$ cat src/rtl/gjcm_ram.sv
// generic single-port-write, single-port-read ram with registered read data
// no dependencies

module gjcm_ram #(
   parameter int WIDTH = 8,
   parameter int DEPTH = 16,
   localparam int ADDR_W = (DEPTH > 1) ? $clog2(DEPTH) : 1
) (
   input  logic              clock,
   input  logic              wr_en,
   input  logic [ADDR_W-1:0] wr_addr,
   input  logic [WIDTH-1:0]  wr_data,
   input  logic [ADDR_W-1:0] rd_addr,
   output logic [WIDTH-1:0]  rd_data
);

   logic [WIDTH-1:0] mem_ff [DEPTH];
   logic [WIDTH-1:0] rd_data_ff;

   always_ff @(posedge clock) begin
      if (wr_en) begin
         mem_ff[wr_addr] <= wr_data;
      end
      rd_data_ff <= mem_ff[rd_addr];
   end

   assign rd_data = rd_data_ff;

endmodule

$ cat config.mk
export PLATFORM = sky130hd
export DESIGN_NAME = gjcm_ram
export DESIGN_NICKNAME = d
export VERILOG_FILES = /design/src/rtl/gjcm_ram.sv
export SDC_FILE = /design/constraint.sdc
export NUM_CORES = 1
export LEC_CHECK = 0
export ABC_AREA = 1
export BUFFER_PORTS_ARGS = -buffer_cell sky130_fd_sc_hd__buf_2
export CORE_MARGIN = 2
export CORE_UTILIZATION = 34
export DETAILED_ROUTE_END_ITERATION = 16
export PLACE_DENSITY = 0.6
export SETUP_SLACK_MARGIN = 0.15
export SLEW_MARGIN = 10
export SYNTH_ARGS = -nofsm -noshare
export SYNTH_HDL_FRONTEND = slang
export SYNTH_SLANG_ARGS = --single-unit
$ cat constraint.sdc
create_clock -name clock -period 1 [get_ports clock]
set_input_delay 0.05 -clock clock [delete_from_list [all_inputs] [get_ports clock]]
set_output_delay 0.05 -clock clock [all_outputs]
set_load 0.03 [all_outputs]
# Word-level counts from Yosys, hierarchy flattened
# Memories as Yosys holds them, arrays and structs flattened. A register that Yosys moved wholly into a read port is not among the register bits.
# Index checks and enable logic that the tools add are counted.
[word_totals]
ff_bits = 0
n_memories = 1
ram_bits = 128
[memory_table]
columns = ["memory", "depth", "word_bits", "rd", "rd_clocked_by_memory_dff", "wr", "line", "text"]
rows = [
  ["mem_ff", 16, 8, 1, 1, 1, "17", "logic [WIDTH-1:0] mem_ff [DEPTH];"],
]
[op_classes]
mux = 2
[ops]
columns = ["operator", "n"]
rows = [
  ["2-to-1 mux 1 bit", 2],
]

# Logic depth before layout (Yosys ltp)
[logic_depth]
ltp_word = 2
depth_mapped = 8
ltp_nobuf = 7

# Worst setup path after synthesis
# Ideal clock, no wire load.
[synth_path]
kind = "in2reg"
from = "input wr_addr[3]"
to = "memory mem_ff[4][0], enable pin"
setup_ps = 370
n_path_buf = 0
path_slack_ps = -1
stages = 2
t_arrival_ps = 631
cell_sequence = "nand3b_1 nor2_1"
[synth_rtl]
columns = ["item", "line", "text"]
rows = [
  ["start, declared", "11", "input logic [ADDR_W-1:0] wr_addr,"],
  ["end, declared", "17", ""],
]
# Straight into the memory's write port.

==> summary.txt <==
status = finished, final reports clean
row count = 47
Internal Power = 10.6 mW
peak per-stage delay on the critical path = 0.37 ns
gr ovfl total = 0
cell family with most CP delay = simple AND/OR/NAND/NOR gates
synthesized area = 5770 µm²
first-pass GRT wire length = 20600 µm
Seq pwr share = 47.1%
vias in the first global route = 3855
Max Cap Violations = 0
mean post-synth cell area = 10.5 µm²
ANT cells = 0
Min Hold Slack = 0.0334 ns
most frequent cells in the layout = 167 x nand2_1, 128 x edfxtp_1, 98 x inv_1, 62 x nand3_1, 35 x nand3_2
Critical path buffers and inverters = 1
Die ar. = 18000 µm²
hold path start = wr_data[6]
DRT iter0 DRCs = 385
via-per-instance ratio = 4.56
Layout Utilization = 43.9%
htree depth = 4
antenna violations before repair = 0
register bit total from synthesis = 136
Die Wd = 134 µm
synth unique cells = 12
CTS root buf = clkbuf_16
final hold violations = 0
Setup CP Type = reg2reg
via count = 3852
cell taking the most area after synthesis = edfxtp_1
CTS Hold Bufs = 0
syn nets = 569
final worst slack = 0.0464 ns
Least-Margin Pin Slew = 0.443 ns
worst slack, placed = -0.202 ns
Seq/Total Area, Yosys = 69.4%
RR Startpoint = mem_ff[0][0]
Mapped Cells = 551
pwr dens = 1870 nW/µm²
CTS tree = done
Psw = 2.99 mW
top cell type's share of synthesized area = 66.7%
DR pass1 iterations = 5
Final min period = 0.954 ns
Switching Fraction = 21.9%
worst hold path type = in2reg
worst-case vdd ir drop = 1.66 mV
top post-synthesis cells by area = edfxtp_1 67%, nand2_1 11%, nand3_1 8.4%
CTS Buf Count = 17
Max-slew headroom = 70.4%
slowest cell on the critical path = edfxtp_1
Gate power share = 7.7%
drt drc = 0
Clk network pwr share = 45.1%
pin count of the biggest net entering global routing = 30
type of origin of the critical path = flip-flop
post-CTS setup repair buffer count = 0
drt wl/cell = 15.6 µm
CORE AREA = 16600 µm²
DRT antenna net count = 0
worst endpoint required time = 1.31 ns
deepest clock path buffer count = 2
Final nets = 629
Area Overhead vs Synth = 26.2%
total wire length = 13100 µm
commonest non-fill, non-tap cell in the layout = nand2_1
Placer Congestion = 0.824
Slew Limit Fails = 0
Clock Latency Late Sink = 0.42 ns
worst-path fanout max = 1
TritonCTS Sinks = 136
Leak Pwr = 3.11 nW
clk_skew = 0.00805 ns
CP startpoint = mem_ff[0][0]
Crit. End Element = flip-flop
Top Ports = 26
final setup violation count = 0
Total GRT Usage = 15.5%
die height = 134 µm
Port Buffers = 25
CP most frequent cell = nand3_2
clk slew on worst S/H paths = 0.05 ns
worst path arrival time = 1.26 ns
Cell Chain, Critical Path = inv_1 -> nand2_1 -> nand3_2 -> nand3_2 -> nand3_2 -> nand2_2
Yosys Warn Count = 0
Fmax = 1050 MHz
Initial Util = 34.8%
RSZ-0062 raised after global routing = yes
fin crit share = 95.4%
share of cells above drive strength 1 = 24.7%
dpl hpwl = 8670 µm
power by group through the flow:
| stage | logic, mW | registers (mW) | clock network, mW |
|---|---|---|---|
| 5_1_grt | 1.15 | 6.43 | 6.52 |
| 6_report | 1.05 | 6.42 | 6.15 |
| 3_5_place_dp | 0.941 | 6.53 | 0 |
| 4_1_cts | 1.03 | 6.43 | 6.27 |
| 3_3_place_gp | 0.926 | 6.52 | 0 |
| 2_1_floorplan | 0.458 | 6.60 | 0 |
worst register-to-register path: stages, from the launching register on:
cell and delay, ns:
edfxtp_1 0.37, inv_1 0.07, nand2_1 0.07, nand3_2 0.07
nand3_2 0.11, nand3_2 0.11, nand2_2 0.06
flip-flops by register name, summed over array words and instances (netlist names):
name,count
mem_ff,128
rd_data,8
final timing paths:
check	endpoint	slack, ns	cells past startpoint
worst max-delay path	rd_data[0]	0.05	6
worst min-delay path	mem_ff[2][6]	0.03	1
worst max register to register	rd_data[0]	0.05	6
worst min register to register	rd_data[4]	0.67	6
cells in the mapped netlist (all sizes together):
cell / n
buf: 24
dfxtp: 8
edfxtp: 128
inv: 102
nand2: 173
nand3: 97
nand3b: 2
nor2: 17
kinds of logic (layout without fill, tap and decap cells):
logic type / Yosys count / in the layout / synth area share, %
buf+inv: 126 / 199 / 9.52
simple gates: 289 / 289 / 21.0
flops: 136 / 136 / 69.4
through the flow:
stage | setup TNS [ns] | instances | area, µm² | power [mW]
2_1_floorplan | 0 | 551 | 5790 | 7.05
3_3_place_gp | -9.86 | 812 | 6440 | 7.45
3_5_place_dp | -12.73 | 812 | 6440 | 7.47
4_1_cts | 0 | 844 | 7200 | 13.7
5_1_grt | -0.0293 | 844 | 7280 | 14.1
6_report | 0 | 844 | 7280 | 13.6
metal layers:
| layer | global-route usage [%] | share of wire [%] |
|---|---|---|
| met4 | 5.85 | 0.76 |
| met1 | 19.7 | 43 |
| met5 | 0 | 0 |
| met3 | 3.82 | 6.6 |
| met2 | 25.5 | 50 |
timing repair:
action,CTS,global route
gates resized for setup,47,20
pin swaps,37,24
setup endpoints to repair,16,16
layout make-up:
| class | count | area, µm² |
|---|---|---|
| Tap cell | 220 | 275 |
| Sequential cell | 136 | 4010 |
| Clock inverter | 14 | 158 |
| Timing Repair Buffer | 65 | 588 |
| Fill cell | 1550 | 9310 |
| Inverter | 102 | 383 |
| Clock buffer | 18 | 429 |
| Multi-Input combinational cell | 289 | 1430 |
No activity file was read; power rests on OpenSTA's default activity.
